**src/rtl/tcpd_pkg.sv**
```systemverilog
// Shared types and constants for the thermocouple poll and change-detect unit.
// Used by the interfaces, the decoder, the controller and the top level.
// No dependencies.
package tcpd_pkg;

    // Request limit and field widths.
    localparam int MAX_PENDING = 15;
    localparam int PEND_W      = $clog2(MAX_PENDING + 1);
    localparam int TEMP_W      = 21;
    localparam int PERIOD_W    = 16;
    localparam int WORD_W      = 16;
    localparam int OP_W        = 2;
    localparam int CFG_IDX_W   = 1;
    localparam int CFG_DATA_W  = 21;

    // Converter word layout and temperature scaling.
    localparam int COUNT_LSB      = 3;
    localparam int COUNT_MSB      = 14;
    localparam int COUNT_W        = COUNT_MSB - COUNT_LSB + 1;
    localparam int FAULT_BIT      = 2;
    localparam int MK_PER_COUNT   = 250;
    localparam int TEMP_OFFSET_MK = 273150;

    // Configuration register reset values.
    localparam logic [TEMP_W-1:0]   DELTA_RESET  = TEMP_W'(200);
    localparam logic [PERIOD_W-1:0] PERIOD_RESET = PERIOD_W'(1000);

    // Configuration register indexes.
    localparam logic [CFG_IDX_W-1:0] CFG_CHANGE_DELTA = CFG_IDX_W'(0);
    localparam logic [CFG_IDX_W-1:0] CFG_POLL_PERIOD  = CFG_IDX_W'(1);

    // Operation codes of an input word.
    typedef enum logic [OP_W-1:0] {
        OP_READ = 2'd0,
        OP_WAIT = 2'd1,
        OP_WORD = 2'd2,
        OP_TICK = 2'd3
    } t_op;

    // Poll mode, one-hot.
    typedef enum logic [2:0] {
        MODE_IDLE    = 3'b001,
        MODE_READING = 3'b010,
        MODE_WAITING = 3'b100
    } t_mode;

    // One result word.
    typedef struct packed {
        logic              start_read;
        logic              measurement_valid;
        logic [TEMP_W-1:0] temperature_mk;
        logic              open_fault;
        logic [PEND_W-1:0] reads_completed;
        logic [PEND_W-1:0] waits_completed;
        logic              request_refused;
    } t_result;

    // Controller status seen by the top level.
    typedef struct packed {
        t_mode             mode;
        logic [PEND_W-1:0] pend_reads;
        logic [PEND_W-1:0] pend_waits;
    } t_status;

endpackage

```
**src/rtl/tcpd_in_if.sv**
```systemverilog
// Input channel of the thermocouple poll unit: valid/ready plus one request word.
// Depends on tcpd_pkg for field widths.
interface tcpd_in_if;
    import tcpd_pkg::*;

    logic              valid;
    logic              ready;
    logic [OP_W-1:0]   op;
    logic [WORD_W-1:0] raw_word;

    modport source (output valid, output op, output raw_word, input ready);
    modport sink   (input valid, input op, input raw_word, output ready);
endinterface

```
**src/rtl/tcpd_out_if.sv**
```systemverilog
// Output channel of the thermocouple poll unit: valid/ready plus one result word.
// Depends on tcpd_pkg for field widths.
interface tcpd_out_if;
    import tcpd_pkg::*;

    logic              valid;
    logic              ready;
    logic              start_read;
    logic              measurement_valid;
    logic [TEMP_W-1:0] temperature_mk;
    logic              open_fault;
    logic [PEND_W-1:0] reads_completed;
    logic [PEND_W-1:0] waits_completed;
    logic              request_refused;

    modport source (
        output valid, output start_read, output measurement_valid,
        output temperature_mk, output open_fault, output reads_completed,
        output waits_completed, output request_refused, input ready
    );
    modport sink (
        input valid, input start_read, input measurement_valid,
        input temperature_mk, input open_fault, input reads_completed,
        input waits_completed, input request_refused, output ready
    );
endinterface

```
**src/rtl/tcpd_decode.sv**
```systemverilog
// Converter word decoder: temperature in millikelvin and the open-probe flag.
// Depends on tcpd_pkg.
module tcpd_decode (
    input  logic [tcpd_pkg::WORD_W-1:0] i_raw_word,
    output logic [tcpd_pkg::TEMP_W-1:0] o_temperature_mk,
    output logic                        o_open_fault
);
    import tcpd_pkg::*;

    logic [COUNT_W-1:0] count;

    // Quarter-degree count scaled by a constant, then offset to kelvin.
    assign count            = i_raw_word[COUNT_MSB:COUNT_LSB];
    assign o_temperature_mk = TEMP_W'(count) * TEMP_W'(MK_PER_COUNT)
                            + TEMP_W'(TEMP_OFFSET_MK);
    assign o_open_fault     = i_raw_word[FAULT_BIT];
endmodule

```
**src/rtl/tcpd_ctrl.sv**
```systemverilog
// Poll controller: mode, request counters, stored temperature and poll countdown.
// Depends on tcpd_pkg and tcpd_decode.
module tcpd_ctrl (
    input  logic                          i_clk,
    input  logic                          i_rst_n,
    input  logic                          i_fire,
    input  tcpd_pkg::t_op                 i_op,
    input  logic [tcpd_pkg::WORD_W-1:0]   i_raw_word,
    input  logic [tcpd_pkg::TEMP_W-1:0]   i_change_delta,
    input  logic [tcpd_pkg::PERIOD_W-1:0] i_poll_period,
    output tcpd_pkg::t_result             o_result,
    output tcpd_pkg::t_status             o_status
);
    import tcpd_pkg::*;

    t_mode               r_mode,      n_mode;
    logic [TEMP_W-1:0]   r_last_temp, n_last_temp;
    logic [PEND_W-1:0]   r_pend_rd,   n_pend_rd;
    logic [PEND_W-1:0]   r_pend_wt,   n_pend_wt;
    logic [PERIOD_W-1:0] r_countdown, n_countdown;

    logic [TEMP_W-1:0] dec_temp;
    logic              dec_fault;
    logic [TEMP_W-1:0] diff;
    logic              changed;

    tcpd_decode u_decode (
        .i_raw_word       (i_raw_word),
        .o_temperature_mk (dec_temp),
        .o_open_fault     (dec_fault)
    );

    // Distance between the stored and the new temperature.
    assign diff    = (r_last_temp >= dec_temp) ? (r_last_temp - dec_temp)
                                               : (dec_temp - r_last_temp);
    assign changed = (diff >= i_change_delta);

    // Next state and result of the word in the input register.
    always_comb begin
        n_mode      = r_mode;
        n_last_temp = r_last_temp;
        n_pend_rd   = r_pend_rd;
        n_pend_wt   = r_pend_wt;
        n_countdown = r_countdown;
        o_result    = '0;
        case (i_op)
            OP_READ: begin
                if (r_pend_rd >= PEND_W'(MAX_PENDING)) begin
                    o_result.request_refused = 1'b1;
                end else begin
                    n_pend_rd = r_pend_rd + PEND_W'(1);
                    if (r_mode == MODE_IDLE) begin
                        n_mode              = MODE_READING;
                        o_result.start_read = 1'b1;
                    end
                end
            end
            OP_WAIT: begin
                if (r_pend_wt >= PEND_W'(MAX_PENDING)) begin
                    o_result.request_refused = 1'b1;
                end else begin
                    n_pend_wt = r_pend_wt + PEND_W'(1);
                end
            end
            OP_WORD: begin
                // A converter word outside a read is dropped.
                if (r_mode == MODE_READING) begin
                    o_result.measurement_valid = 1'b1;
                    o_result.temperature_mk    = dec_temp;
                    o_result.open_fault        = dec_fault;
                    o_result.reads_completed   = r_pend_rd;
                    n_pend_rd                  = '0;
                    if (changed) begin
                        n_last_temp = dec_temp;
                    end
                    if (changed || dec_fault) begin
                        o_result.waits_completed = r_pend_wt;
                        n_pend_wt                = '0;
                    end
                    n_mode      = MODE_WAITING;
                    n_countdown = i_poll_period;
                end
            end
            OP_TICK: begin
                // A zero period behaves like one tick.
                if (r_mode == MODE_WAITING) begin
                    if (r_countdown <= PERIOD_W'(1)) begin
                        n_countdown = '0;
                        n_mode      = MODE_IDLE;
                        if (r_pend_rd != '0 || r_pend_wt != '0) begin
                            n_mode              = MODE_READING;
                            o_result.start_read = 1'b1;
                        end
                    end else begin
                        n_countdown = r_countdown - PERIOD_W'(1);
                    end
                end
            end
            default: begin
                o_result = '0;
            end
        endcase
    end

    // State advances only when the word moves into the result register.
    always_ff @(posedge i_clk) begin
        if (!i_rst_n) begin
            r_mode      <= MODE_IDLE;
            r_last_temp <= '0;
            r_pend_rd   <= '0;
            r_pend_wt   <= '0;
            r_countdown <= '0;
        end else if (i_fire) begin
            r_mode      <= n_mode;
            r_last_temp <= n_last_temp;
            r_pend_rd   <= n_pend_rd;
            r_pend_wt   <= n_pend_wt;
            r_countdown <= n_countdown;
        end
    end

    assign o_status.mode       = r_mode;
    assign o_status.pend_reads = r_pend_rd;
    assign o_status.pend_waits = r_pend_wt;
endmodule

```
**src/rtl/thermocouple_poll_change_detect_unit.sv**
```systemverilog
// Top level of the thermocouple poll and change-detect unit.
// Depends on tcpd_pkg, tcpd_in_if, tcpd_out_if, tcpd_ctrl and tcpd_decode.
//
// Usage:
//   i_req carries one word per handshake: a read request, a wait-for-change
//   request, a converter word, or a time tick. o_rsp returns exactly one result
//   word for each accepted word, in order. Configuration (change delta, poll
//   period) is written through i_cfg_we, i_cfg_idx and i_cfg_data; the user must
//   write it only while the unit is idle, which the block does not enforce.
// Timing:
//   An accepted word sits in the input register, where the controller logic
//   processes it, and its result is registered in the result register when
//   the word moves on; o_rsp.valid then rises. One word is taken every cycle
//   while the receiver keeps ready high; the controller state is updated by a
//   single pass of logic between the input register and the result register.
// Reset and stalls:
//   Reset empties both registers, sets the mode to idle, clears the counters
//   and the stored temperature, and loads the configuration defaults. When the
//   receiver holds ready low, the result register keeps its word and the input
//   register keeps at most one more; i_req.ready drops once both are full.
module thermocouple_poll_change_detect_unit (
    input  logic                           i_clk,
    input  logic                           i_rst_n,
    tcpd_in_if.sink                        i_req,
    tcpd_out_if.source                     o_rsp,
    input  logic                           i_cfg_we,
    input  logic [tcpd_pkg::CFG_IDX_W-1:0] i_cfg_idx,
    input  logic [tcpd_pkg::CFG_DATA_W-1:0] i_cfg_data
);
    import tcpd_pkg::*;

    logic [TEMP_W-1:0]   r_change_delta;
    logic [PERIOD_W-1:0] r_poll_period;

    logic              r_in_valid;
    t_op               r_in_op;
    logic [WORD_W-1:0] r_in_word;
    logic              r_out_valid;
    t_result           r_out;

    logic    advance;
    logic    fire;
    logic    in_accept;
    t_result result;
    t_status status;

    // Configuration registers.
    always_ff @(posedge i_clk) begin
        if (!i_rst_n) begin
            r_change_delta <= DELTA_RESET;
            r_poll_period  <= PERIOD_RESET;
        end else if (i_cfg_we) begin
            case (i_cfg_idx)
                CFG_CHANGE_DELTA: r_change_delta <= i_cfg_data[TEMP_W-1:0];
                CFG_POLL_PERIOD:  r_poll_period  <= i_cfg_data[PERIOD_W-1:0];
                default: begin
                    r_change_delta <= r_change_delta;
                end
            endcase
        end
    end

    // Handshake: the result register drains or is empty, so the input moves on.
    assign advance     = !r_out_valid || o_rsp.ready;
    assign fire        = r_in_valid && advance;
    assign i_req.ready = !r_in_valid || advance;
    assign in_accept   = i_req.valid && i_req.ready;

    // Input register.
    always_ff @(posedge i_clk) begin
        if (!i_rst_n) begin
            r_in_valid <= 1'b0;
        end else if (in_accept) begin
            r_in_valid <= 1'b1;
        end else if (fire) begin
            r_in_valid <= 1'b0;
        end
    end

    always_ff @(posedge i_clk) begin
        if (in_accept) begin
            r_in_op   <= t_op'(i_req.op);
            r_in_word <= i_req.raw_word;
        end
    end

    tcpd_ctrl u_ctrl (
        .i_clk          (i_clk),
        .i_rst_n        (i_rst_n),
        .i_fire         (fire),
        .i_op           (r_in_op),
        .i_raw_word     (r_in_word),
        .i_change_delta (r_change_delta),
        .i_poll_period  (r_poll_period),
        .o_result       (result),
        .o_status       (status)
    );

    // Result register.
    always_ff @(posedge i_clk) begin
        if (!i_rst_n) begin
            r_out_valid <= 1'b0;
        end else if (fire) begin
            r_out_valid <= 1'b1;
        end else if (o_rsp.ready) begin
            r_out_valid <= 1'b0;
        end
    end

    always_ff @(posedge i_clk) begin
        if (fire) begin
            r_out <= result;
        end
    end

    assign o_rsp.valid             = r_out_valid;
    assign o_rsp.start_read        = r_out.start_read;
    assign o_rsp.measurement_valid = r_out.measurement_valid;
    assign o_rsp.temperature_mk    = r_out.temperature_mk;
    assign o_rsp.open_fault        = r_out.open_fault;
    assign o_rsp.reads_completed   = r_out.reads_completed;
    assign o_rsp.waits_completed   = r_out.waits_completed;
    assign o_rsp.request_refused   = r_out.request_refused;

    // The pending counters never pass their limit.
    a_pend_limit: assert property (@(posedge i_clk) disable iff (!i_rst_n)
        (status.pend_reads <= PEND_W'(MAX_PENDING))
        && (status.pend_waits <= PEND_W'(MAX_PENDING)))
        else $error("pending request counter above limit");

    // A result never both starts a read and delivers a measurement.
    a_start_vs_meas: assert property (@(posedge i_clk) disable iff (!i_rst_n)
        r_out_valid |-> !(r_out.start_read && r_out.measurement_valid))
        else $error("start_read together with a measurement");

    // Entering the waiting mode takes a converter word processed the cycle before.
    a_wait_entry: assert property (@(posedge i_clk) disable iff (!i_rst_n)
        (status.mode == MODE_WAITING && $past(status.mode) != MODE_WAITING)
        |-> $past(fire && r_in_op == OP_WORD))
        else $error("waiting mode entered without a converter word");

    // A delivered measurement leaves no pending read behind.
    a_reads_cleared: assert property (@(posedge i_clk) disable iff (!i_rst_n)
        (fire && result.measurement_valid) |=> (status.pend_reads == '0))
        else $error("pending reads left after a measurement");
endmodule
```
**src/flat_wrapper.sv**
```systemverilog
// flat-port wrapper written by rule: the top's interface ports become plain ports
module thermocouple_poll_change_detect_unit_flat import tcpd_pkg::*;
  (i_clk, i_rst_n, i_cfg_we, i_cfg_idx, i_cfg_data, i_req_valid, i_req_op, i_req_raw_word, i_req_ready, o_rsp_valid, o_rsp_start_read, o_rsp_measurement_valid, o_rsp_temperature_mk, o_rsp_open_fault, o_rsp_reads_completed, o_rsp_waits_completed, o_rsp_request_refused, o_rsp_ready);
  tcpd_in_if i_req_i ();
  tcpd_out_if o_rsp_i ();
  input  logic i_clk;
  input  logic i_rst_n;
  input  logic i_cfg_we;
  input  logic [tcpd_pkg::CFG_IDX_W-1:0] i_cfg_idx;
  input  logic [tcpd_pkg::CFG_DATA_W-1:0] i_cfg_data;
  input wire logic [$bits(i_req_i.valid)-1:0] i_req_valid;
  input wire logic [$bits(i_req_i.op)-1:0] i_req_op;
  input wire logic [$bits(i_req_i.raw_word)-1:0] i_req_raw_word;
  output wire logic [$bits(i_req_i.ready)-1:0] i_req_ready;
  output wire logic [$bits(o_rsp_i.valid)-1:0] o_rsp_valid;
  output wire logic [$bits(o_rsp_i.start_read)-1:0] o_rsp_start_read;
  output wire logic [$bits(o_rsp_i.measurement_valid)-1:0] o_rsp_measurement_valid;
  output wire logic [$bits(o_rsp_i.temperature_mk)-1:0] o_rsp_temperature_mk;
  output wire logic [$bits(o_rsp_i.open_fault)-1:0] o_rsp_open_fault;
  output wire logic [$bits(o_rsp_i.reads_completed)-1:0] o_rsp_reads_completed;
  output wire logic [$bits(o_rsp_i.waits_completed)-1:0] o_rsp_waits_completed;
  output wire logic [$bits(o_rsp_i.request_refused)-1:0] o_rsp_request_refused;
  input wire logic [$bits(o_rsp_i.ready)-1:0] o_rsp_ready;
  assign i_req_i.valid = i_req_valid;
  assign i_req_i.op = i_req_op;
  assign i_req_i.raw_word = i_req_raw_word;
  assign i_req_ready = i_req_i.ready;
  assign o_rsp_valid = o_rsp_i.valid;
  assign o_rsp_start_read = o_rsp_i.start_read;
  assign o_rsp_measurement_valid = o_rsp_i.measurement_valid;
  assign o_rsp_temperature_mk = o_rsp_i.temperature_mk;
  assign o_rsp_open_fault = o_rsp_i.open_fault;
  assign o_rsp_reads_completed = o_rsp_i.reads_completed;
  assign o_rsp_waits_completed = o_rsp_i.waits_completed;
  assign o_rsp_request_refused = o_rsp_i.request_refused;
  assign o_rsp_i.ready = o_rsp_ready;
  thermocouple_poll_change_detect_unit u_core (.i_clk(i_clk), .i_rst_n(i_rst_n), .i_req(i_req_i), .o_rsp(o_rsp_i), .i_cfg_we(i_cfg_we), .i_cfg_idx(i_cfg_idx), .i_cfg_data(i_cfg_data));
endmodule
```
**config.mk**
```make
export PLATFORM = sky130hd
export DESIGN_NAME = thermocouple_poll_change_detect_unit_flat
export DESIGN_NICKNAME = d
export VERILOG_FILES = /design/src/rtl/tcpd_pkg.sv /design/src/rtl/tcpd_in_if.sv /design/src/rtl/tcpd_out_if.sv /design/src/rtl/tcpd_decode.sv /design/src/rtl/tcpd_ctrl.sv /design/src/rtl/thermocouple_poll_change_detect_unit.sv /design/src/flat_wrapper.sv
export SDC_FILE = /design/constraint.sdc
export NUM_CORES = 1
export LEC_CHECK = 0
export BUFFER_PORTS_ARGS = -buffer_cell sky130_fd_sc_hd__buf_2
export CAP_MARGIN = 20
export CORE_UTILIZATION = 25
export DETAILED_ROUTE_END_ITERATION = 10
export SLEW_MARGIN = 0
export SYNTH_ARGS = -nofsm -noshare
export SYNTH_HDL_FRONTEND = slang
export SYNTH_SLANG_ARGS = --single-unit
```
**constraint.sdc**
```tcl
create_clock -name i_clk -period 21 [get_ports i_clk]
set_clock_uncertainty 0.1 [all_clocks]
set_input_delay 3.15 -clock i_clk [delete_from_list [all_inputs] [get_ports i_clk]]
set_output_delay 3.15 -clock i_clk [all_outputs]
set_load 0.02 [all_outputs]
```
==> flow_metrics.env <==
export IMPL_cts_tree="yes"
export IMPL_final_seq_area_um2=3133
export IMPL_worst_setup_hold_path_clk_slew_ns=0.06
export IMPL_met1_usage=0.1642
export IMPL_ys_warn_count=0
export IMPL_synth_area_leader_cell="sky130_fd_sc_hd__dfxtp_1"
export IMPL_post_synthesis_cells=1288
export IMPL_finalCritPeriodShare=0.4857
export IMPL_min_path_type="reg2reg"
export IMPL_worst_case_clock_buffer_depth=2
export IMPL_top_level_ports=80
export IMPL_grt_busiest_layer="met2"
export IMPL_crit_required_ns=21.26
export IMPL_syn_area_per_cell_um2=8.353
export IMPL_track_usage=0.1290
export IMPL_timing_fmax_mhz=98.04
export IMPL_multi_input_area_um2=6803
export IMPL_syn_num_nets=1485
export IMPL_maxSlewHeadroom=0.3212
export IMPL_grt_max_degree=72
export IMPL_cts_htree_levels=4
export IMPL_detailroute_via_count=9019
export IMPL_fin_crit_ns=10.20
export IMPL_portBuffers=75
export IMPL_routabilityCongestion=0.8418
export IMPL_cts_repair_resized=0
export IMPL_avgViaCountPerCell=4.780
export IMPL_synth_enable_flop_cells=47
export IMPL_ys_seq_area_frac=0.2912
export IMPL_antenna_found_initial=0
export IMPL_critPathSlowestCell="sky130_fd_sc_hd__a21boi_0"
export IMPL_critical_path_max_stage_delay_ns=0.65
export IMPL_cp_common_cell="sky130_fd_sc_hd__fa_1"
export IMPL_yosysMostFrequentCell="sky130_fd_sc_hd__inv_1"
export IMPL_wl_um=27690
export IMPL_numClockSinks=133
export IMPL_synth_seq_cells=133
export IMPL_worst_skew_pair_late_latency_ns=0.45
export IMPL_netlist_area_um2=10760
export IMPL_actual_slew_at_the_worst_max_slew_pin_ns=1.015
export IMPL_netlist_top_cells_area="sky130_fd_sc_hd__dfxtp_1 16%, sky130_fd_sc_hd__ha_1 13%, sky130_fd_sc_hd__edfxtp_1 13%"
export IMPL_timing_hold_violations_final=0
export IMPL_timing_critical_path_from_type="flip-flop"
export IMPL_dp_slack_ns=10.78
export IMPL_die_area_um2=43870
export IMPL_pre_repair_dr_iteration_count=5
export IMPL_endpoint_kind="flip-flop"
export IMPL_drt_first_iter_violations=509
export IMPL_global_route_overflow_total=0
export IMPL_cts_setup_buffers=0
export IMPL_diodes=0
export IMPL_setup_viol_count_final=0
export IMPL_drt_drc_violations_left=0
export IMPL_criticalPathCategory="reg2reg"
export IMPL_syn2layout_area_growth_pct=13.68
export IMPL_grt_met3_usage=0.01811
export IMPL_finalMaxSlewViolations=0
export IMPL_final_critical_path_setup_slack_ns=10.80
export IMPL_num_nets_final=1532
export IMPL_synth_top_area_frac=0.1600
export IMPL_start_util=0.2548
export IMPL_outcome="completed"
export IMPL_setup_tns_final_ns=0
export IMPL_core_um2=42230
export IMPL_dpl_hpwl_um=21590
export IMPL_count_of_hold_fix_buffers_inserted_at_cts=0
export IMPL_nFillCells=4490
export IMPL_commonest_cells_in_the_synthesized_netlist="152 x sky130_fd_sc_hd__inv_1, 124 x sky130_fd_sc_hd__nor2_1, 123 x sky130_fd_sc_hd__nand2_1"
export IMPL_chipHeight_um=209.5
export IMPL_grt_first_pass_wirelength_um=45310
export IMPL_routedWlPerCell_um=14.67
export IMPL_dominantRegCellSynth="sky130_fd_sc_hd__dfxtp_1"
export IMPL_rsz0062_at_grt="false"
export IMPL_max_cap_viol_count=0
export IMPL_cts_bufs_inserted=17
export IMPL_core_rowCount=75
export IMPL_layout_drive_gt1_share=0.1202
export IMPL_grtUsageMet2=0.2211
export IMPL_worstPathArrival_ns=10.46
export IMPL_grt_pass1_vias=8711
export IMPL_crit_fanout=38
export IMPL_cts_root_buffer="sky130_fd_sc_hd__clkbuf_16"
export IMPL_die_width_um=209.5
export IMPL_synth_async_sr_flop_share=0
export IMPL_synth_distinct_cells=81
export IMPL_ant_nets=0
[cells in the final DEF, fill, tap and decap left out, types with 9 or more instances in the layout]
master                        n
sky130_fd_sc_hd__nand4_1     15
sky130_fd_sc_hd__nor4_1      18
sky130_fd_sc_hd__a211oi_1    34
sky130_fd_sc_hd__nor2_1     124
sky130_fd_sc_hd__nor2b_1     15
sky130_fd_sc_hd__dfxtp_1     86
sky130_fd_sc_hd__o21ai_0     51
sky130_fd_sc_hd__buf_4        9
sky130_fd_sc_hd__buf_2       75
sky130_fd_sc_hd__nand2b_1    13
sky130_fd_sc_hd__o21a_1      14
sky130_fd_sc_hd__nor3_1      27
sky130_fd_sc_hd__or2_2       21
sky130_fd_sc_hd__a21oi_1     87
sky130_fd_sc_hd__or3_1       10
sky130_fd_sc_hd__a22oi_1     18
sky130_fd_sc_hd__ha_1       113
sky130_fd_sc_hd__a21o_1      29
sky130_fd_sc_hd__xor2_1      11
sky130_fd_sc_hd__nand3_1     21
sky130_fd_sc_hd__o211ai_1    13
sky130_fd_sc_hd__edfxtp_1    47
sky130_fd_sc_hd__fa_1        39
sky130_fd_sc_hd__xnor2_1     18
sky130_fd_sc_hd__and3_1       9
sky130_fd_sc_hd__and2_1      19
sky130_fd_sc_hd__inv_1      152
sky130_fd_sc_hd__clkbuf_16   17
sky130_fd_sc_hd__nand2_1    123
[layout make-up]
class	count	share of cell area
repair buffers	84	0.03621
inverters	153	0.04696
clock inverters	15	0.01453
clock buffers	17	0.03478
flip-flops and latches	133	0.2562
well taps	539	0.05514
multi-input cells	946	0.5562
[per-layer routing]
| metal | vias to the layer above | wire length (µm) | share of wire |
|---|---|---|---|
| met5 | - | 0 | 0 |
| met4 | 0 | 599 | 0.022 |
| met3 | 34 | 819 | 0.030 |
| met2 | 183 | 13410 | 0.48 |
| met1 | 4227 | 12860 | 0.46 |
| li1 | 4575 | - | - |
[stage by stage]
step	hold WS, ns	util	instance area, µm²	cells
after floorplan	0.3318	-	10760	1288
after global placement	0.3431	0.2753	11630	1855
after detailed placement	0.3489	0.2753	11630	1855
after CTS	0.3613	0.2896	12230	1887
after global routing	0.3751	0.2896	12230	1887
final	0.3573	0.2896	12230	1887
[path summary, 6_finish.rpt]
path,slack [ns],cells past startpoint,from,to
min reg2reg,0.36,2,u_core.r_poll_period[10],u_core.r_poll_period[10]
min,0.36,2,u_core.r_poll_period[10],u_core.r_poll_period[10]
max,10.80,37,u_core.r_in_word[4],u_core.u_ctrl.r_last_temp[19]
max reg2reg,10.80,37,u_core.r_in_word[4],u_core.u_ctrl.r_last_temp[19]
[registers in the layout, indices dropped and copies added, names as in the netlist, 2 cells and up]
register	cells
u_core.u_ctrl.r_pend_wt	4
u_core.o_rsp.waits_completed	4
u_core.r_change_delta	21
u_core.u_ctrl.r_mode	3
u_core.r_in_op	2
u_core.u_ctrl.r_countdown	16
u_core.u_ctrl.r_last_temp	20
u_core.o_rsp.reads_completed	4
u_core.u_ctrl.r_pend_rd	4
u_core.r_in_word	13
u_core.r_poll_period	16
u_core.o_rsp.temperature_mk	20
[cells by family after synthesis]
| kind of cell | Yosys count | synth area share |
|---|---|---|
| xor gates and xnor gates | 29 | 0.02361 |
| other | 1 | 0.0003485 |
| and+or+nand+nor | 436 | 0.1956 |
| adders and majority gates | 152 | 0.2040 |
| DFF | 133 | 0.2912 |
| AOI/OAI and AO/OA | 320 | 0.2010 |
| muxes | 8 | 0.007792 |
| buffers and inverters | 209 | 0.07652 |
[critical path: cells and delay by family, from the launching register on]
family / cells / cell delay [ns]
flops: 1 / 0.52
simple gates: 16 / 2.82
fa+ha+maj: 7 / 3.18
buf+inv: 4 / 0.53
xor+xnor: 1 / 0.39
compound gates: 9 / 2.56
Power is not shown: default switching activity piles up to over one toggle a cycle in this logic, so the estimate is an artifact.
